## src/hw/rtl/mi4_pkg.sv

```systemverilog
// Shared types and constants for the 4x4 matrix inverse block.
package mi4_pkg;

  localparam int ELEM_W           = 16;
  localparam int ELEM_FRAC_BITS   = 8;
  localparam int RESULT_FRAC_BITS = 16;
  localparam int OUT_W            = 32;
  localparam int IN_TDATA_W       = 16;
  localparam int OUT_TDATA_W      = 72;

  // cofactor magnitude needs 51 bits plus sign; determinant needs 69 plus sign
  localparam int COF_W  = 52;
  localparam int PROD_W = ELEM_W + COF_W;
  localparam int DET_W  = 70;
  localparam int NUM_W  = COF_W + ELEM_FRAC_BITS + RESULT_FRAC_BITS;
  localparam int REM_W  = DET_W + 1;

  localparam int Q_DEPTH = 4;
  localparam int Q_PTR_W = $clog2(Q_DEPTH);
  localparam int Q_CNT_W = $clog2(Q_DEPTH + 1);

  localparam int MAT_N   = 16;
  localparam int IDX_W   = $clog2(MAT_N);

  typedef struct packed {
    logic signed [ELEM_W-1:0] value;
    logic                     last;
  } elem_beat_t;

endpackage

```

## src/hw/rtl/mi4_front.sv

```systemverilog
// Input side: counts element beats and tags the last element of each matrix.
module mi4_front (
  input  logic                                clk,
  input  logic                                rst,
  input  logic                                s_tvalid,
  output logic                                s_tready,
  input  logic [mi4_pkg::IN_TDATA_W-1:0]      s_tdata,   // [15:0] elem_value
  output logic                                push_valid,
  input  logic                                push_ready,
  output mi4_pkg::elem_beat_t                 push_data
);

  logic [mi4_pkg::IDX_W-1:0] load_count;

  assign s_tready         = push_ready;
  assign push_valid       = s_tvalid;
  assign push_data.value  = $signed(s_tdata[mi4_pkg::ELEM_W-1:0]);
  assign push_data.last   = (load_count == mi4_pkg::IDX_W'(mi4_pkg::MAT_N - 1));

  always_ff @(posedge clk) begin
    if (rst) begin
      load_count <= '0;
    end else if (s_tvalid && push_ready) begin
      load_count <= load_count + 1'b1;
    end
  end

endmodule

```

## config.mk

```make
export PLATFORM = sky130hd
export DESIGN_NAME = mi4_front
export DESIGN_NICKNAME = d
export VERILOG_FILES = /design/src/hw/rtl/mi4_pkg.sv /design/src/hw/rtl/mi4_front.sv
export SDC_FILE = /design/constraint.sdc
export NUM_CORES = 1
export LEC_CHECK = 0
export ABC_AREA = 1
export BUFFER_PORTS_ARGS = -buffer_cell sky130_fd_sc_hd__clkbuf_2
export CAP_MARGIN = 0
export CORE_AREA = 2 2 39 41
export DETAILED_ROUTE_END_ITERATION = 16
export DIE_AREA = 0 0 41 43
export PLACE_DENSITY = 0.73
export SETUP_SLACK_MARGIN = 0.2
export SLEW_MARGIN = 25
export SYNTH_ARGS = -nofsm -noshare
export SYNTH_HDL_FRONTEND = slang
export SYNTH_SLANG_ARGS = --single-unit
```

## constraint.sdc

```tcl
create_clock -name clk -period 1.6 [get_ports clk]
set_input_delay 0.08 -clock clk [delete_from_list [all_inputs] [get_ports clk]]
set_output_delay 0.08 -clock clk [all_outputs]
set_load 0.1 [all_outputs]
```

* Yosys cells after proc, flatten, opt, wreduce, memory -nomap -nowiden *
Index checks and enable logic that the tools add are counted.

word-level totals
  output and inout bits = 19
  flip-flop bits (word level) = 4

operators by class
  equal/unequal tests = 1
  reduce and logical (&&, ||, !) cells = 1
  add/sub/neg operators = 1

operator list
  operator                                      number
  adder 4 x 1 -> 4 bit (second input constant)  1
  == test 4 bit (second input constant)         1
  logical AND 1 bit                             1

* Logic depth before layout (Yosys ltp) *
Gate-level depths: netlist of the first run.

  word-level depth = 1
  depth in mapped cells = 5
  mapped depth without buffers = 5

* Worst setup path before layout of the first run *
OpenSTA, ideal clock, no wires.

  path type = reg-to-output
  start point = register load_count[0] (netlist bit)
  end point = output port push_data[0] (netlist bit)
  buffers on the path = 0
  data arrival time = 1796 ps
  data required time = 1520 ps
  slack = -276 ps
  stages on the path, launching flop included = 4
  cell sequence = dfxtp_1 ha_1 inv_1 nor2_1

RTL lines
  what                      RTL line         RTL
  start: declaration        mi4_front.sv:13  logic [mi4_pkg::IDX_W-1:0] load_count;
  start signal: assignment  mi4_front.sv:24  load_count <= load_count + 1'b1;
  end: declaration          mi4_front.sv:10  output mi4_pkg::elem_beat_t push_data

==> run_results.csv, run 1 <==
group,metric,value,unit
route,drtIter0Drc,2,
finish,n_antenna_cell,0,
finish,layout-drive-gt1-share,0.351,
clock_network,cts_root_buffer,"clkbuf_4",
worst_setup_path,crit_family,"buffers and inverters",
worst_setup_path,arrival,1210,ps
clock_network,cts_sinks,4,
die,core-area,1380,µm²
route,wl_per_cell,8.00,µm
worst_setup_path,max_stage_delay,350,ps
finish,largest_reg_flops,4,
logic_synthesis,synth_area_per_cell,7.26,µm²
logic_synthesis,synth_cells,46,
timing,maxSlewHeadroom,0.643,
die,start_util,0.241,
clock_network,clockBufferDepth,2,
finish,nNetsFinal,60,
worst_setup_path,path_buf_inv,2,
timing,setup_ws,307,ps
logic_synthesis,yosysWarnings,0,
timing,fmax,774,MHz
finish,nFillCells,164,
worst_setup_path,worstSetupStartpointType,"flip-flop",
power,ir_drop,0.151,mV
clock_network,numCtsBuffers,3,
run_status,status,"complete, no violations",
finish,top_register,"load_count",
worst_setup_path,cp-end-kind,"primary output",
timing,min_period_over_period,0.808,
global_routing,grt_pass1_wl,752,µm
global_routing,grt_pass1_vias,214,
place,place_ws,385,ps
clock_network,cts_setup_buffers,0,
timing,rsz0062_at_grt,"no",
finish,reg_top3,"load_count x4",
route,via_per_inst,3.87,
timing,slew_violations,0,
route,wl,424,µm
place,gp_congestion,0.586,
finish,syn2layout_area_growth,-15.7,%
worst_setup_path,critPathMaxFanout,3,
die,die-width,41,µm
global_routing,antenna_found_initial,0,
job,drv_cap,0,
place,placed_area,256,µm²
global_routing,overflow,0,
timing,setup_tns,0,ps
logic_synthesis,syn_nets,67,
place,detailed_place_hpwl,329,µm
worst_setup_path,required,1520,ps
route,first_pass_iters,4,
die,boundaryPins,39,
global_routing,grt_max_degree,5,
finish,regArea,80.1,µm²
die,placementRows,14,
logic_synthesis,synth_seq_cells,4,
clock_network,path_clk_slew,40,ps
power,finalPower,0.000273,W
route,ant_nets,0,
timing,final_hold_viol_count,0,
timing,tightestPinTransition,537,ps
route,vias,205,
place,io_buffers,6,
worst_setup_path,path_class,"reg -> out",
logic_synthesis,synth_seq_area_share,0.240,
clock_network,htreeDepth,1,
die,die-height,43,µm
clock_network,cts_tree,"built",
power,p_per_area,969,nW/µm²
clock_network,postCtsHoldBufs,0,
global_routing,grtUsageTotal,0.0702,
timing,whs,40.2,ps
finish,final_area,282,µm²
worst_setup_path,worstPathCellList,"ha_1 > inv_1 > nor2_4 > buf_4",
logic_synthesis,syn_area,334,µm²
timing,setup_violations,0,
worst_setup_path,slowest_stage,"dfxtp_1",
power,p_leak,0.130,nW
logic_synthesis,synth.distinct_cells,14,
die,die_area,1760,µm²
clock_network,clock_latency,230,ps
timing,finalClockSkew,0.0527,ps
worst_hold_path,hold_class,"in -> reg",
timing,layout_min_cycle_time,1290,ps
finish,multi_input_area,108,µm²
route,drc,0,
-- routing by layer --
| layer | vias to the layer above | GRT usage | routed length (µm) |
|---|---|---|---|
| met4 | 0 | 0.113 | 4 |
| li1 | 106 | - | - |
| met3 | 2 | 0.0524 | 55 |
| met2 | 13 | 0.0875 | 206 |
| met5 | - | 0 | 0 |
| met1 | 84 | 0.0481 | 157 |
-- where the power goes --
group,leakage (nW),switching (W),internal (W)
combinational,0.0839,0.0000327,0.0000100
clock,0.0138,0.0000392,0.0000838
sequential,0.0326,0.00000291,0.000104
total,0.130,0.0000748,0.000198
-- cells in the final DEF (no fill, tap or decap), drive strengths merged --
master,netlist,routed
o21bai,1,1
o21ai,1,1
clkbuf,0,8
inv,5,5
ha,1,1
a21oi,1,1
nand2,5,5
nor3,1,1
nor2,7,7
dfxtp,4,4
buf,18,1
nand3,2,2
-- Yosys cell counts --
cell type / number / share of area
nor2_1: 6 / 0.067
dfxtp_1: 4 / 0.24
inv_2: 1 / 0.011
o21ai_0: 1 / 0.015
o21bai_1: 1 / 0.022
inv_1: 4 / 0.045
buf_4: 18 / 0.40
ha_1: 1 / 0.037
nand2_2: 1 / 0.019
nor2_4: 1 / 0.034
nor3_1: 1 / 0.015
nand2_1: 4 / 0.045
nand3_1: 2 / 0.030
a21oi_1: 1 / 0.015
-- per-stage QoR --
step                utilization  std cells
finish                    0.203         53
global route              0.203         53
CTS                       0.203         53
detailed placement        0.185         50
global placement          0.185         50
floorplan                     -         46
-- worst register-to-register path, stage by stage (launching register included) --
cell	delay (ps)
dfxtp_1	350
ha_1	180
inv_1	80
o21bai_1	140
nand2_1	70
nor2_1	80
-- layout make-up --
type	instances	share of cell area
flip-flops and latches	4	0.284
inverters	5	0.0667
multi-input cells	19	0.382
clock buffers	3	0.0800
well taps	16	0.0711
repair buffers	6	0.116
-- worst paths after layout --
| check | start | endpoint | slack [ps] | cells after the start |
|---|---|---|---|---|
| worst min register to register | load_count[3] | load_count[3] | 510 | 2 |
| worst max-delay path | load_count[1] | push_data[0] | 310 | 4 |
| worst min-delay path | rst | load_count[2] | 40 | 2 |
| worst max register to register | load_count[1] | load_count[2] | 650 | 5 |
-- logic make-up after synthesis --
| kind of cell | synth area share |
|---|---|
| flip-flops | 0.240 |
| adder cells (fa/ha/maj) | 0.0374 |
| buffers and inverters | 0.461 |
| AO/OA/AOI/OAI | 0.0524 |
| AND/OR/NAND/NOR | 0.210 |
-- repair_timing --
action	in CTS	in global routing
setup endpoints to repair	1	1
pin swaps	0	0
cloned	0	0
gates resized for setup	1	1
endpoints found under the hold margin	0	0
Power figures use the tool's default switching activity.
==> inputs of run 2 (changes only) <==
- clock period: 1.6 -> 1.3 ns (I/O delays scaled with it)
==> run_results.csv, run 2 (synthesis gave the netlist of run 1 again) <==
group,metric,value,unit
timing,finalClockSkew,3.63,ps
power,p_comb_frac,0.181,
finish,final_cell_mix,"nor2_1 (5), clkbuf_2 (5), nand2_1 (4)",
timing,final_hold_viol_count,0,
worst_setup_path,arrival,1030,ps
route,drtIter0Drc,3,
worst_setup_path,worstSetupStartpointType,"flip-flop",
clock_network,cts_sinks,4,
finish,top_register,"load_count",
finish,syn2layout_area_growth,-3.00,%
timing,rsz0062_at_grt,"yes",
worst_setup_path,path_class,"reg -> out",
clock_network,postCtsHoldBufs,0,
place,detailed_place_hpwl,350,µm
run_status,status,"complete, no violations",
place,io_buffers,6,
job,drv_cap,0,
power,p_switching,0.0000933,W
route,wl_per_cell,8.29,µm
global_routing,overflow,0,
clock_network,clockBufferDepth,2,
clock_network,clock_latency,230,ps
route,drc,0,
timing,slew_violations,0,
die,boundaryPins,39,
die,core-area,1380,µm²
timing,tightestPinTransition,538,ps
finish,nNetsFinal,62,
route,first_pass_iters,2,
power,p_leak,0.143,nW
die,die-width,41,µm
timing,setup_tns,0,ps
worst_setup_path,required,1240,ps
power,p_int,0.000251,W
worst_hold_path,min_to,"load_count[0]",
worst_setup_path,cp-end-kind,"primary output",
worst_setup_path,critPathMaxFanout,2,
clock_network,cts_root_buffer,"clkbuf_4",
power,sw_frac_of_total,0.271,
worst_setup_path,rr_startpoint,"load_count[0]",
finish,layout-drive-gt1-share,0.487,
finish,n_antenna_cell,0,
global_routing,grt_pass1_wl,759,µm
timing,layout_min_cycle_time,1090,ps
worst_setup_path,ff2ff_path_depth,6,
die,die_area,1760,µm²
route,wl,456,µm
die,start_util,0.241,
clock_network,path_clk_slew,40,ps
timing,maxSlewHeadroom,0.643,
worst_hold_path,holdCritStartpoint,"rst",
power,seq_power_share,0.389,
worst_hold_path,hold_class,"in -> reg",
worst_setup_path,ff2ff_setup_slack,370,ps
finish,largest_reg_flops,4,
timing,whs,26.9,ps
clock_network,cts_tree,"built",
power,power_frac_clock,0.430,
timing,setup_violations,0,
power,p_per_area,1060,nW/µm²
die,die-height,43,µm
global_routing,grtUsageTotal,0.0712,
worst_setup_path,worstSetupStartpoint,"load_count[0]",
route,ant_nets,0,
finish,nFillCells,156,
global_routing,grt_pass1_vias,219,
die,placementRows,14,
worst_hold_path,hold_depth,2,
global_routing,grt_max_degree,5,
clock_network,htreeDepth,1,
place,gp_congestion,0.641,
worst_setup_path,r2r-end,"load_count[3]",
route,via_per_inst,4.05,
timing,fmax,916,MHz
global_routing,antenna_found_initial,0,
power,ir_drop,0.247,mV
clock_network,numCtsBuffers,3,
route,vias,223,
timing,min_period_over_period,0.840,
finish,reg_top3,"load_count x4",
run 2: metrics by stage:
stage / power (W) / worst slack (ps) / std cells / util / cell area (µm²)
2_1_floorplan: 0.000411 / 209 / 46 / - / 342
3_3_place_gp: 0.000185 / 375 / 50 / 0.196 / 272
3_5_place_dp: 0.000187 / 351 / 50 / 0.196 / 272
4_1_cts: 0.000354 / 201 / 55 / 0.234 / 324
5_1_grt: 0.000369 / 159 / 55 / 0.234 / 324
6_report: 0.000344 / 208 / 55 / 0.234 / 324
run 2: layout make-up:
cell class,instances,area [µm²],area share
clock buffers,3,22.5,0.0695
well taps,16,20.0,0.0618
multi-input cells,19,120,0.371
repair buffers,8,60.1,0.185
inverters,5,18.8,0.0579
flip-flops and latches,4,82.6,0.255
run 2: worst max path at each step:
stage,to,slack [ps]
after floorplan,push_data[0],210
after global placement,load_count[2],380
after detailed placement,load_count[2],350
after CTS,push_data[0],200
after global routing,push_data[0],160
final,push_data[0],210
run 2: repair_timing:
action | in CTS | in global routing
resized for setup | 5 | 0
setup endpoints to repair | 1 | 1
endpoints found under the hold margin | 0 | 0
pin swaps | 0 | 1
buffers inserted | 2 | 0
run 2: routing by layer:
layer / wire, µm / vias to the layer above / share of wire / GRT usage
met5: 0 / - / 0 / 0
met4: 0 / 0 / 0 / 0.0667
met3: 43 / 0 / 0.094 / 0.0628
met2: 260 / 6 / 0.57 / 0.106
met1: 153 / 108 / 0.34 / 0.0481
li1: - / 109 / - / -
run 2: power groups by stage:
stage	Sequential [W]	Combinational, W	Clock (W)
2_1_floorplan	0.000133	0.000278	0
3_3_place_gp	0.000133	0.0000522	0
3_5_place_dp	0.000134	0.0000531	0
4_1_cts	0.000133	0.0000619	0.000158
5_1_grt	0.000134	0.0000695	0.000165
6_report	0.000134	0.0000622	0.000148
run 2: worst max-delay path, cell delays in order, from the launching register on:
cell	delay, ps
dfxtp_2	350
ha_4	140
inv_2	40
nor2_4	90
buf_12	180
==> inputs of run 3 (changes only) <==
- PLACE_DENSITY: 0.73 -> 0.76
- clock period: 1.3 -> 0.89 ns (I/O delays scaled with it)
==> run_results.csv, run 3 (synthesis gave the netlist of run 1 again) <==
group,metric,value,unit
run_status,status,"finished, violations left",
run_status,violations,"setup timing",
global_routing,antenna_found_initial,0,
finish,nFillCells,147,
finish,multi_input_area,129,µm²
clock_network,cts_root_buffer,"clkbuf_4",
worst_hold_path,hold_class,"in -> reg",
timing,fmax,940,MHz
finish,largest_reg_flops,4,
route,top_layer,"met3",
worst_setup_path,slowest_stage,"dfxtp_2",
timing,setup_ws,-173,ps
clock_network,clock_latency,230,ps
clock_network,numCtsBuffers,3,
power,ir_drop,0.257,mV
finish,layout-drive-gt1-share,0.585,
route,wl,503,µm
route,drtIter0Drc,0,
timing,whs,8.76,ps
global_routing,grt_pass1_vias,218,
worst_setup_path,ff2ff_path_depth,7,
die,placementRows,14,
worst_setup_path,worstPathCellList,"ha_4 > inv_2 > nor2_4 > buf_12",
worst_setup_path,worstSetupStartpoint,"load_count[1]",
route,wl_per_cell,8.82,µm
die,core-area,1380,µm²
die,die-width,41,µm
global_routing,grtUsageTotal,0.0693,
die,boundaryPins,39,
worst_setup_path,path_class,"reg -> out",
place,gp_congestion,0.647,
finish,final_cell_mix,"nor2_1 (5), nand2_1 (4)",
finish,syn2layout_area_growth,15.0,%
die,start_util,0.241,
route,wl_met3,63,µm
die,die_area,1760,µm²
route,vias,227,
worst_setup_path,worstSetupStartpointType,"flip-flop",
finish,layout_commonest_cell,"nor2_1",
clock_network,clockBufferDepth,2,
finish,reg_top3,"load_count x4",
global_routing,overflow,0,
worst_setup_path,required,850,ps
timing,layout_min_cycle_time,1060,ps
job,drv_cap,0,
worst_setup_path,cp-end-kind,"primary output",
route,first_pass_iters,1,
worst_setup_path,max_stage_delay,340,ps
timing,tightestPinTransition,141,ps
timing,maxSlewHeadroom,0.906,
global_routing,grt_max_degree,5,
place,io_buffers,6,
place,post-place-cells,50,
route,drc,0,
worst_setup_path,critPathMaxFanout,2,
clock_network,path_clk_slew,40,ps
finish,top_register,"load_count",
place,detailed_place_hpwl,393,µm
global_routing,grt_pass1_wl,745,µm
timing,setup_violations,3,
route,ant_nets,0,
finish,stdcell_count,57,
clock_network,postCtsHoldBufs,0,
route,via_per_inst,3.98,
timing,slew_violations,0,
worst_setup_path,rr_startpoint,"load_count[0]",
worst_setup_path,arrival,1020,ps
place,place_ws,27.9,ps
timing,min_period_over_period,1.19,
finish,n_antenna_cell,0,
power,p_per_area,1410,nW/µm²
clock_network,htreeDepth,1,
route,wl_met1,140,µm
worst_hold_path,holdCritStartpoint,"rst",
route,route.met2.wl,299,µm
worst_hold_path,hold_depth,2,
clock_network,cts_sinks,4,
finish,nNetsFinal,64,
timing,rsz0062_at_grt,"yes",
clock_network,cts_tree,"built",
timing,final_hold_viol_count,0,
finish,final_util,0.278,
die,die-height,43,µm
timing,finalClockSkew,0.468,ps
finish,regArea,82.6,µm²
power,p_leak,0.166,nW
## run 3: changes by cell type in the layout (fill, tap and decap cells not counted), sizes merged
cell	previous run	this run
clkbuf	8	6
buf	3	7
## run 3: cell type report
cell class,instances,area share
Clock buffer,3,0.0586
Inverter,5,0.0554
Timing Repair Buffer,10,0.283
Tap cell,16,0.0521
Sequential cell,4,0.215
Multi-Input combinational cell,19,0.336
## run 3: routing by layer
layer | vias up | track usage
li1 | 113 | -
met5 | - | 0
met4 | 0 | 0.0933
met2 | 9 | 0.100
met3 | 0 | 0.0366
met1 | 105 | 0.0514
## run 3: final timing paths
check                   to  slack [ps]
min          load_count[0]           9
min reg2reg  load_count[3]         520
max           push_data[0]        -170
max reg2reg  load_count[3]         -60
## run 3: power by group
group | switching (W) | internal [W]
Clock | 0.0000671 | 0.000150
Sequential | 0.00000676 | 0.000189
Combinational | 0.0000729 | 0.0000548
Total | 0.000147 | 0.000394
## run 3: stage by stage
stage / TNS, ps / instance area [µm²] / power (W)
global placement: 0 / 317 / 0.000297
detailed placement: 0 / 317 / 0.000299
floorplan: -130 / 357 / 0.000608
CTS: -193 / 359 / 0.000540
finish: -266 / 384 / 0.000541
global route: -528 / 384 / 0.000570
## run 3: timing repair
action,in CTS,in global routing
buffers inserted,2,2
setup endpoints to repair,5,5
gates resized for setup,2,3
pin swaps,5,1
## run 3: worst max-delay path, delay by kind of cell (launching register included)
kind / cells / cell delay [ps]
flops: 1 / 340
buf+inv: 2 / 220
fa+ha+maj: 1 / 140
simple gates: 1 / 90
