===== src/hw/rtl/mi4_pkg.sv =====
// Shared types and constants for the 4x4 matrix inverse block.
package mi4_pkg;

  localparam int ELEM_W           = 16;
  localparam int ELEM_FRAC_BITS   = 8;
  localparam int RESULT_FRAC_BITS = 16;
  localparam int OUT_W            = 32;
  localparam int IN_TDATA_W       = 16;
  localparam int OUT_TDATA_W      = 72;

  // cofactor magnitude needs 51 bits plus sign; determinant needs 69 plus sign
  localparam int COF_W  = 52;
  localparam int PROD_W = ELEM_W + COF_W;
  localparam int DET_W  = 70;
  localparam int NUM_W  = COF_W + ELEM_FRAC_BITS + RESULT_FRAC_BITS;
  localparam int REM_W  = DET_W + 1;

  localparam int Q_DEPTH = 4;
  localparam int Q_PTR_W = $clog2(Q_DEPTH);
  localparam int Q_CNT_W = $clog2(Q_DEPTH + 1);

  localparam int MAT_N   = 16;
  localparam int IDX_W   = $clog2(MAT_N);

  typedef struct packed {
    logic signed [ELEM_W-1:0] value;
    logic                     last;
  } elem_beat_t;

endpackage


===== src/hw/rtl/mi4_queue.sv =====
// Small FIFO of element beats between the input side and the compute engine.
module mi4_queue (
  input  logic                clk,
  input  logic                rst,
  input  logic                push_valid,
  output logic                push_ready,
  input  mi4_pkg::elem_beat_t push_data,
  output logic                pop_valid,
  input  logic                pop_ready,
  output mi4_pkg::elem_beat_t pop_data
);

  mi4_pkg::elem_beat_t mem [mi4_pkg::Q_DEPTH];
  logic [mi4_pkg::Q_PTR_W-1:0] wr_ptr;
  logic [mi4_pkg::Q_PTR_W-1:0] rd_ptr;
  logic [mi4_pkg::Q_CNT_W-1:0] count;
  logic                        do_push;
  logic                        do_pop;

  assign push_ready = (count != mi4_pkg::Q_CNT_W'(mi4_pkg::Q_DEPTH));
  assign pop_valid  = (count != '0);
  assign pop_data   = mem[rd_ptr];
  assign do_push    = push_valid && push_ready;
  assign do_pop     = pop_valid && pop_ready;

  always_ff @(posedge clk) begin
    if (do_push) begin
      mem[wr_ptr] <= push_data;
    end
  end

  always_ff @(posedge clk) begin
    if (rst) begin
      wr_ptr <= '0;
      rd_ptr <= '0;
      count  <= '0;
    end else begin
      if (do_push) wr_ptr <= wr_ptr + 1'b1;
      if (do_pop)  rd_ptr <= rd_ptr + 1'b1;
      if (do_push && !do_pop) begin
        count <= count + 1'b1;
      end else if (do_pop && !do_push) begin
        count <= count - 1'b1;
      end
    end
  end

endmodule


===== config.mk =====
export PLATFORM = sky130hd
export DESIGN_NAME = mi4_queue
export DESIGN_NICKNAME = d
export VERILOG_FILES = /design/src/hw/rtl/mi4_pkg.sv /design/src/hw/rtl/mi4_queue.sv
export SDC_FILE = /design/constraint.sdc
export NUM_CORES = 1
export LEC_CHECK = 0
export BUFFER_PORTS_ARGS = -buffer_cell sky130_fd_sc_hd__buf_2
export CELL_PAD_IN_SITES_DETAIL_PLACEMENT = 2
export CELL_PAD_IN_SITES_GLOBAL_PLACEMENT = 2
export CORE_MARGIN = 5
export CORE_UTILIZATION = 43
export DETAILED_ROUTE_END_ITERATION = 10
export PLACE_DENSITY = 0.85
export SKIP_CTS_REPAIR_TIMING = 1
export SLEW_MARGIN = 20
export SYNTH_ARGS = -nofsm -noshare
export SYNTH_HDL_FRONTEND = slang
export SYNTH_SLANG_ARGS = --single-unit
export TNS_END_PERCENT = 30

===== constraint.sdc =====
create_clock -name clk -period 2.6 [get_ports clk]
set_clock_uncertainty 0.1 [all_clocks]
set_input_delay 0.13 -clock clk [delete_from_list [all_inputs] [get_ports clk]]
set_output_delay 0.13 -clock clk [all_outputs]
set_load 0.02 [all_outputs]

# After elaboration in Yosys (flattened, before gate mapping)
# Memories as Yosys holds them, arrays and structs flattened. A register that Yosys moved wholly into a read port is not among the register bits.
# Cells that the tools add are included.
[totals] regBits=7 ramBits=68 in_bits=21 memories=1
[op_classes] addsub=4 n_eq_ne=1 muxes=6 n_reduce_logical=8
[memory_table] memory="mem" words=4 word_bits=17 read_ports=1 rd_clocked_by_memory_dff=1 wr=1 line_no="mi4_queue.sv:13" text="mi4_pkg::elem_beat_t mem [mi4_pkg::Q_DEPTH];"
[op_table] cell="$mux 3" n=2
[op_table] cell="$add 2x1->2 const B" n=2
[op_table] cell="$logic_and 1x1->1" n=4
[op_table] cell="$mux 2" n=2
[op_table] cell="$add 3x1->3 const B" n=1
[op_table] cell="$ne 3x3->1 const B" n=1
[op_table] cell="$reduce_bool 3->1" n=1
[op_table] cell="$sub 3x1->3 const B" n=1
[op_table] cell="$logic_not 1->1" n=2
[op_table] cell="$mux 1" n=2
[op_table] cell="$reduce_bool 2->1" n=1

# Longest topological paths before layout
# Gate-level depths: netlist of the first run.
[depth] ltp_word=6 ltp_mapped=8 depth_no_buf=8

# Worst setup path before layout of the first run
# Ideal clock, no wire load.
[synth_timing] path_kind="register to register" start="register count[0] in the netlist's numbering" end="register count[2] in the netlist's numbering" setup_time_ns=0.070 arrival_ns=1.931 t_required_ns=2.430 setup_slack_ns=0.498 path_stages_with_launch=9 n_path_buf=0 period_less_slack_ns=2.102 cell_sequence="dfxtp_1 nor2_1 a21boi_4 ha_1 inv_1 fa_1 xor2_1 or3_1 a21oi_1"
[synth_between] elab_chain_cells=5
[synth_lines] item="from (decl)" line_no="mi4_queue.sv:16" text="logic [mi4_pkg::Q_CNT_W-1:0] count;"
[synth_lines] item="from (signal assigned)" line_no="mi4_queue.sv:41" text="count <= count + 1'b1;"
[synth_lines] item="from (signal assigned)" line_no="mi4_queue.sv:43" text="count <= count - 1'b1;"
[synth_lines] item="$ne 3x3->1 *" line_no="mi4_queue.sv:20" text="assign push_ready = (count != mi4_pkg::Q_CNT_W'(mi4_pkg::Q_DEPTH));"
[synth_lines] item="$logic_and 1x1->1 *" line_no="mi4_queue.sv:23" text="assign do_push = push_valid && push_ready;"
[synth_lines] item="named net do_push" line_no="mi4_queue.sv:17" text="logic do_push;"
[synth_lines] item="$logic_not 1->1" line_no="mi4_queue.sv:42" text="end else if (do_pop && !do_push) begin"
[synth_lines] item="$logic_and 1x1->1" line_no="mi4_queue.sv:42"
[synth_lines] item="$reduce_bool 2->1 (no source line)"
# The timed path passes the listed nets; every way through them passes the cells marked *. The select of a mux whose other input is x is not followed.
# A chain may end at the register's enable or synchronous reset.

# Final worst setup path of the first run
# Ends and elaborated chain as after synthesis.

==> results of run 1 <==
-- final timing paths --
path,startpoint,endpoint,slack (ps),cells past startpoint
max,count[0]$_SDFFE_PP0P_,count[2]$_SDFFE_PP0P_,210,8
min,pop_ready,rd_ptr[0]$_SDFFE_PP0P_,80,4
max reg2reg,count[0]$_SDFFE_PP0P_,count[2]$_SDFFE_PP0P_,210,8
min reg2reg,rd_ptr[1]$_SDFFE_PP0P_,rd_ptr[1]$_SDFFE_PP0P_,440,2
-- area by class of cell --
type / instances / area, um2 / area share
sequential: 77 / 2220 / 0.612
multi-input combinational: 52 / 692 / 0.190
timing repair buffer: 62 / 413 / 0.114
clock buffer: 11 / 131 / 0.0362
tap: 80 / 100 / 0.0275
clock inverter: 5 / 61.3 / 0.0169
inverter: 3 / 11.3 / 0.00310
-- metal layers --
layer  up-vias  wire length, um  global-route usage
li1        687                -                   -
met1       796             2560               0.184
met2        33             3830               0.286
met3        14              217              0.0378
met4         0              179              0.0891
met5         -                0                   0
-- cell usage after synthesis, types with 2 or more instances --
| master | n |
|---|---|
| or3_1 | 2 |
| mux4_2 | 10 |
| nor2_1 | 8 |
| mux2i_1 | 2 |
| xor2_1 | 4 |
| nand2b_1 | 2 |
| edfxtp_1 | 68 |
| buf_2 | 2 |
| mux4_1 | 7 |
| dfxtp_1 | 9 |
| inv_1 | 3 |
| ha_1 | 5 |
| and2_1 | 4 |
-- state kept, by name (all words and copies together) (netlist names), named ones only --
register  cells
mem          68
count         3
rd_ptr        2
wr_ptr        2
-- logic make-up (layout without fill, tap and decap cells) --
family,count (synthesis),count (layout),share of synthesized area
flops,77,77,0.748
simple gates,17,17,0.0282
fa+ha+maj,6,6,0.0278
compound gates,5,5,0.0168
buf+inv,8,81,0.0190
mux,20,20,0.148
xor+xnor,4,4,0.0118
-- stage by stage --
stage	utilization	hold slack, ps	total power (uW)
finish	0.538	81.1	3470
global route	0.538	112	3650
CTS	0.511	-118	3500
detailed placement	0.482	251	2600
global placement	0.482	240	2500
floorplan	-	129	2290
-- power groups by stage --
stage	Combinational [uW]	Clock (uW)	Sequential [uW]
2_1_floorplan	705	0	1590
3_3_place_gp	895	0	1610
3_5_place_dp	962	0	1640
4_1_cts	973	910	1620
5_1_grt	1040	981	1630
6_report	972	887	1610
-- worst min-delay path, delay by kind of cell --
family | cells | cell delay, ps
xor gates and xnor gates | 1 | 80
AOI/OAI and AO/OA | 1 | 80
and+or+nand+nor | 1 | 80
buffers and inverters | 1 | 120
==> flow_summary.yaml, run 1 <==
setup_path:
  cp_num_buf_inv: 1
  path_max_fanout: 7
  cp_top_family: "adder cells"
  timing.critical_path.arrival_ps: 2550
  slowest_stage: "dfxtp_2"
  cp.required_ps: 2760
  worstPathCellList: "nor2_1 > a21boi_4 > ha_1 > inv_1 > fa_1 > xor2_1 > or3_1 > a21oi_1"
  startpoint_type: "flop"
  max_stage_delay_ps: 410
  critical_path_class: "reg2reg"
  critPathCaptureType: "flop"
sta:
  hold_viol_final: 0
  slew_viol_final: 0
  setup_ws_ps: 215
  fin_crit_ps: 2390
  rsz0062_at_grt: "false"
  fin_tns_setup_ps: 0
  setup_viol: 0
  fin_crit_sh: 0.917
  tightestPinTransition_ps: 807
  max_freq_mhz: 419
  maxSlewHeadroom: 0.461
floorplanning:
  fp-row-count: 30
  chipHeight_um: 93.1
  core_area_mm2: 0.00676
  pin_count: 40
  fp.dieW_um: 93.1
  die_area_mm2: 0.00867
  initial_core_util: 0.440
cts:
  cts_root_buffer: "clkbuf_8"
  cts.sinks: 77
  clk_pin_slew_ps: 80
  clock_latency_ps: 340
  cts_made_buffers: 9
  htree_levels: 3
  cts_buffer_depth: 2
  cts_tree: "built"
routing:
  firstDrtPassIters: 4
  ant_nets: 0
  drt_iter0_markers: 78
  vias: 1530
  vias_per_cell: 5.28
  post_drt_wl_per_cell_um: 23.4
  wl_um: 6780
  drc: 0
place:
  pre_cts_slack_ps: 68.5
  place_area_mm2: 0.00326
  hpwl_um: 4510
  place_congestion: 0.701
  dpl.cell_count: 256
  portBuffers: 39
power:
  swShare: 0.316
  cellLeakagePower_uw: 0.00129
  p_int_uw: 2380
  p_clk_frac: 0.255
  powerDensity_mw_per_mm2: 956
  vdd_ir_drop_max_uv: 581
  p_sw_uw: 1100
  combPwrFrac: 0.280
  seqPwrFrac: 0.465
yosys:
  yosys_warnings: 0
  synth_top_cell_area_share: 0.687
  synthesis.nets: 164
  synth_ff_type: "edfxtp_1"
  yosys-top-cells-area: "edfxtp_1 (69%), mux4_2 (7.6%), mux4_1 (6.2%), dfxtp_1 (6.1%), ha_1 (2.1%)"
  syn_area_per_cell_um2: 21.7
  netlist_area_mm2: 0.00297
  yosysUniqueCellTypes: 24
  synth_top_area_cell: "edfxtp_1"
  yosysSeqAreaShare: 0.748
  ys_seq_elements: 77
  syn_inst: 137
  ys_async_sr_fraction: 0
  synth_enable_flop_cells: 68
global_routing:
  grt_pass1_vias: 1715
  grt_antenna_before_repair: 0
  gr-total-overflow: 0
  grt_pass1_wl_um: 10000
  grt_start_max_net_pins: 18
  grtUsageTotal: 0.163
cells_and_area:
  nFillCells: 582
  drive_above_1_share: 0.343
  layout_common_cells: "edfxtp_1 (68), buf_2 (39), dlygate4sd3_1 (18), mux4_2 (10), clkbuf_8 (9)"
  final_common_cell: "edfxtp_1"
  diodes: 0
  nets: 232
  fin_area_mm2: 0.00363
  final-instance-count-excl-fill: 290
  area_growth_pct: 22.3
run:
  max_cap_viol_count: 0
outcome:
  outcome: "completed"
min_path:
  hold_path_class: "in2reg"
Note: power is estimated with default switching activity, not from simulation.
==> run 2, diff against run 1 <==
--- a/config.mk
+++ b/config.mk
@@ -8,2 +8,3 @@
 export BUFFER_PORTS_ARGS = -buffer_cell sky130_fd_sc_hd__buf_2
+export CAP_MARGIN = 5
 export CELL_PAD_IN_SITES_DETAIL_PLACEMENT = 2
--- a/constraint.sdc
+++ b/constraint.sdc
@@ -4,2 +4,2 @@
 set_output_delay 0.13 -clock clk [all_outputs]
-set_load 0.02 [all_outputs]
+set_load 0.1 [all_outputs]
==> flow_summary.yaml, run 2 (synthesized netlist as in run 1, its figures left out) <==
outcome:
  outcome: "completed"
cells_and_area:
  largest_register: "mem"
  reg_top3: "mem: 68 flops, count: 3 flops"
  nFillCells: 582
  largest_reg_flops: 68
  layout_common_cells: "edfxtp_1 (68), buf_2 (39), dlygate4sd3_1 (18), mux4_2 (10), clkbuf_8 (9)"
  drive_above_1_share: 0.346
  diodes: 0
  final_common_cell: "edfxtp_1"
  area_growth_pct: 22.5
  fin_util: 0.539
  fin_area_mm2: 0.00364
  nets: 233
sta:
  rsz0062_at_grt: "false"
  fin_tns_setup_ps: 0
  tightestPinTransition_ps: 503
  slew_viol_final: 0
  setup_viol: 0
  fin_crit_sh: 0.914
  maxSlewHeadroom: 0.667
  hold_viol_final: 0
  max_freq_mhz: 421
  fin_crit_ps: 2380
global_routing:
  grt_antenna_before_repair: 0
  grt_pass1_vias: 1659
  gr-total-overflow: 0
  grtUsageTotal: 0.154
  grt_start_max_net_pins: 18
  grt_pass1_wl_um: 9420
place:
  portBuffers: 39
  place_congestion: 0.693
  hpwl_um: 4250
  place_area_mm2: 0.00327
routing:
  drc: 0
  vias_per_cell: 5.20
  drt_iter0_markers: 64
  ant_nets: 0
  wl_um: 6370
  firstDrtPassIters: 3
  wl_met2_um: 3600
  post_drt_wl_per_cell_um: 21.9
  vias: 1513
  wl_met3_um: 170
  wl_met1_um: 2550
  dr.max_layer_used: "met4"
power:
  powerDensity_mw_per_mm2: 1180
  cellLeakagePower_uw: 0.00131
  finalPower_uw: 4300
  vdd_ir_drop_max_uv: 559
setup_path:
  critPathCaptureType: "flop"
  critical_path_class: "reg2reg"
  path_max_fanout: 7
  cp.required_ps: 2760
  timing.critical_path.arrival_ps: 2530
  startpoint_type: "flop"
floorplanning:
  core_area_mm2: 0.00676
  die_area_mm2: 0.00867
  fp-row-count: 30
  fp.dieW_um: 93.1
  initial_core_util: 0.440
  pin_count: 40
  chipHeight_um: 93.1
cts:
  clock_latency_ps: 340
  cts.sinks: 77
  cts_tree: "built"
  clk_pin_slew_ps: 70
  htree_levels: 3
  cts_root_buffer: "clkbuf_8"
  cts_buffer_depth: 2
  cts_made_buffers: 9
min_path:
  hold_path_class: "in2reg"
run:
  max_cap_viol_count: 0
run 2: worst paths after layout:
check                         start                endpoint  slack, ps  cells after the start
min                       pop_ready  rd_ptr[0]$_SDFFE_PP0P_        110                      4
min reg2reg  rd_ptr[1]$_SDFFE_PP0P_  rd_ptr[1]$_SDFFE_PP0P_        440                      2
max           count[0]$_SDFFE_PP0P_   count[2]$_SDFFE_PP0P_        220                      8
max reg2reg   count[0]$_SDFFE_PP0P_   count[2]$_SDFFE_PP0P_        220                      8
run 2: per-layer routing:
layer | global-route usage | up-vias
li1 | - | 693
met1 | 0.173 | 788
met2 | 0.277 | 27
met3 | 0.0434 | 5
met4 | 0.0549 | 0
met5 | 0 | -
run 2: through the flow:
step	std cells	hold slack, ps	worst slack, ps
final	291	114	223
after global routing	291	136	61.1
after CTS	273	-119	64.8
after detailed placement	257	252	189
after global placement	257	240	449
after floorplan	137	129	498
run 2: where the power goes:
part,total [uW],internal (uW),switching (uW)
combinational,1840,415,1430
clock,872,442,430
sequential,1590,1510,79.0
run 2: area by class of cell:
class | count | area, um2 | share of cell area
clock inverters | 6 | 63.8 | 0.0175
inverters | 3 | 11.3 | 0.00309
repair buffers | 63 | 420 | 0.116
flip-flops and latches | 77 | 2220 | 0.611
multi-input cells | 52 | 692 | 0.190
well taps | 80 | 100 | 0.0275
clock buffers | 10 | 128 | 0.0351
run 2: critical path: stages, from the launching register on:
cell,delay (ps)
dfxtp_2,410
nor2_1,110
a21boi_4,270
ha_1,240
inv_1,60
fa_1,370
xor2_1,170
or3_1,350
a21oi_1,220
==> run 3, diff against run 2 <==
PLACE_DENSITY = 0.88   (was 0.85)
==> flow_summary.yaml, run 3 (synthesized netlist as in run 1, its figures left out) <==
cts:
  clk_pin_slew_ps: 80
  cts_root_buffer: "clkbuf_8"
  cts_made_buffers: 9
  cts.sinks: 77
  cts_buffer_depth: 2
  htree_levels: 3
  cts_tree: "built"
  clock_latency_ps: 350
setup_path:
  r2r-start: "count[1]$_SDFFE_PP0P_"
  critical_path_class: "reg2reg"
  cp.required_ps: 2770
  cp_num_buf_inv: 1
  critPathCaptureType: "flop"
  path_max_fanout: 7
  cp_top_family: "adder cells"
  worstPathCellList: "nor2_1 > a21boi_4 > ha_1 > inv_1 > fa_1 > xor2_1 > or3_1 > a21oi_1"
  startpoint_type: "flop"
  slowest_stage: "dfxtp_1"
  reg2reg_slack_ps: 220
  max_stage_delay_ps: 460
  r2r_end: "count[2]$_SDFFE_PP0P_"
  reg2reg_depth: 8
  timing.critical_path.arrival_ps: 2550
cells_and_area:
  nets: 234
  largest_register: "mem"
  area_growth_pct: 22.7
  reg_top3: "mem: 68 flops, count: 3 flops"
  largest_reg_flops: 68
  layout_common_cells: "edfxtp_1 (68), buf_2 (39), dlygate4sd3_1 (18), mux4_2 (10), clkbuf_8 (9)"
  drive_above_1_share: 0.349
  nFillCells: 593
  fin_util: 0.540
  final_common_cell: "edfxtp_1"
  diodes: 0
floorplanning:
  chipHeight_um: 93.1
  core_area_mm2: 0.00676
  pin_count: 40
  fp.dieW_um: 93.1
  die_area_mm2: 0.00867
  initial_core_util: 0.440
  fp-row-count: 30
sta:
  fin_crit_sh: 0.916
  fin_crit_ps: 2380
  fin_tns_setup_ps: 0
  maxSlewHeadroom: 0.668
  tightestPinTransition_ps: 501
  setup_viol: 0
  rsz0062_at_grt: "false"
  max_freq_mhz: 420
  slew_viol_final: 0
  hold_viol_final: 0
place:
  hpwl_um: 4450
  place_congestion: 0.680
  portBuffers: 39
routing:
  ant_nets: 0
  drt_iter0_markers: 67
  wl_um: 6490
  post_drt_wl_per_cell_um: 22.2
  vias_per_cell: 5.20
  firstDrtPassIters: 4
  drc: 0
  vias: 1519
global_routing:
  gr-total-overflow: 0
  grtUsageTotal: 0.160
  grt_pass1_wl_um: 9980
  grt_pass1_vias: 1712
  grt_antenna_before_repair: 0
  grt_start_max_net_pins: 18
min_path:
  hold_path_class: "in2reg"
  holdPathStages: 3
  hp-start: "push_valid"
  hold_end: "wr_ptr[1]$_SDFFE_PP0P_"
run:
  max_cap_viol_count: 0
power:
  vdd_ir_drop_max_uv: 439
  powerDensity_mw_per_mm2: 1190
  cellLeakagePower_uw: 0.00131
outcome:
  outcome: "completed"
-- run 3: cell types whose count changed in the layout (fill, tap and decap cells not counted) --
cell	delta
buf_4	+1
clkinv_1	-1
clkinv_2	+1
clkinv_4	-1
clkinvlp_4	+1
dfxtp_1	+1
dfxtp_2	-1
-- run 3: report_power, final --
| group | leakage [uW] | internal [uW] | switching, uW | total, uW |
|---|---|---|---|---|
| combinational | 0.000519 | 426 | 1410 | 1840 |
| sequential | 0.000698 | 1510 | 89.7 | 1600 |
| clock | 0.0000923 | 442 | 443 | 884 |
-- run 3: area by class of cell --
cell class / count / area [um2] / share of cell area
clock buffers: 10 / 128 / 0.0350
clock inverters: 6 / 63.8 / 0.0175
inverters: 3 / 11.3 / 0.00309
multi-input cells: 52 / 692 / 0.190
flip-flops and latches: 77 / 2220 / 0.610
well taps: 80 / 100 / 0.0275
repair buffers: 64 / 428 / 0.117
-- run 3: worst register-to-register path: stages (launching register included) --
cell,delay [ps]
dfxtp_1,460
nor2_1,140
a21boi_4,260
ha_1,220
inv_1,70
fa_1,380
xor2_1,160
or3_1,330
a21oi_1,190
-- run 3: worst max-delay path by stage --
stage	startpoint	end	slack, ps	cells after the start
2_1_floorplan	count[0]$_SDFFE_PP0P_	count[2]$_SDFFE_PP0P_	500	8
3_3_place_gp	count[0]$_SDFFE_PP0P_	count[2]$_SDFFE_PP0P_	430	8
3_5_place_dp	count[0]$_SDFFE_PP0P_	count[2]$_SDFFE_PP0P_	170	8
4_1_cts	count[0]$_SDFFE_PP0P_	count[2]$_SDFFE_PP0P_	160	8
5_1_grt	count[1]$_SDFFE_PP0P_	count[2]$_SDFFE_PP0P_	30	8
6_report	count[1]$_SDFFE_PP0P_	count[2]$_SDFFE_PP0P_	220	8
-- run 3: layer usage --
layer / track usage / up-vias / wire length [um]
met2: 0.285 / 29 / 3550
met1: 0.185 / 795 / 2660
met3: 0.0483 / 7 / 200
met4: 0.0513 / 0 / 77
li1: - / 688 / -
met5: 0 / - / 0
-- run 3: stage by stage --
stage	hold slack, ps	setup slack (ps)	instances	area [um2]	total power [uW]
finish	113	219	292	3650	4320
global route	108	30.0	292	3650	4510
CTS	-124	157	274	3460	4350
detailed placement	256	166	258	3270	3460
global placement	243	433	258	3270	3380
floorplan	129	498	137	2970	3150
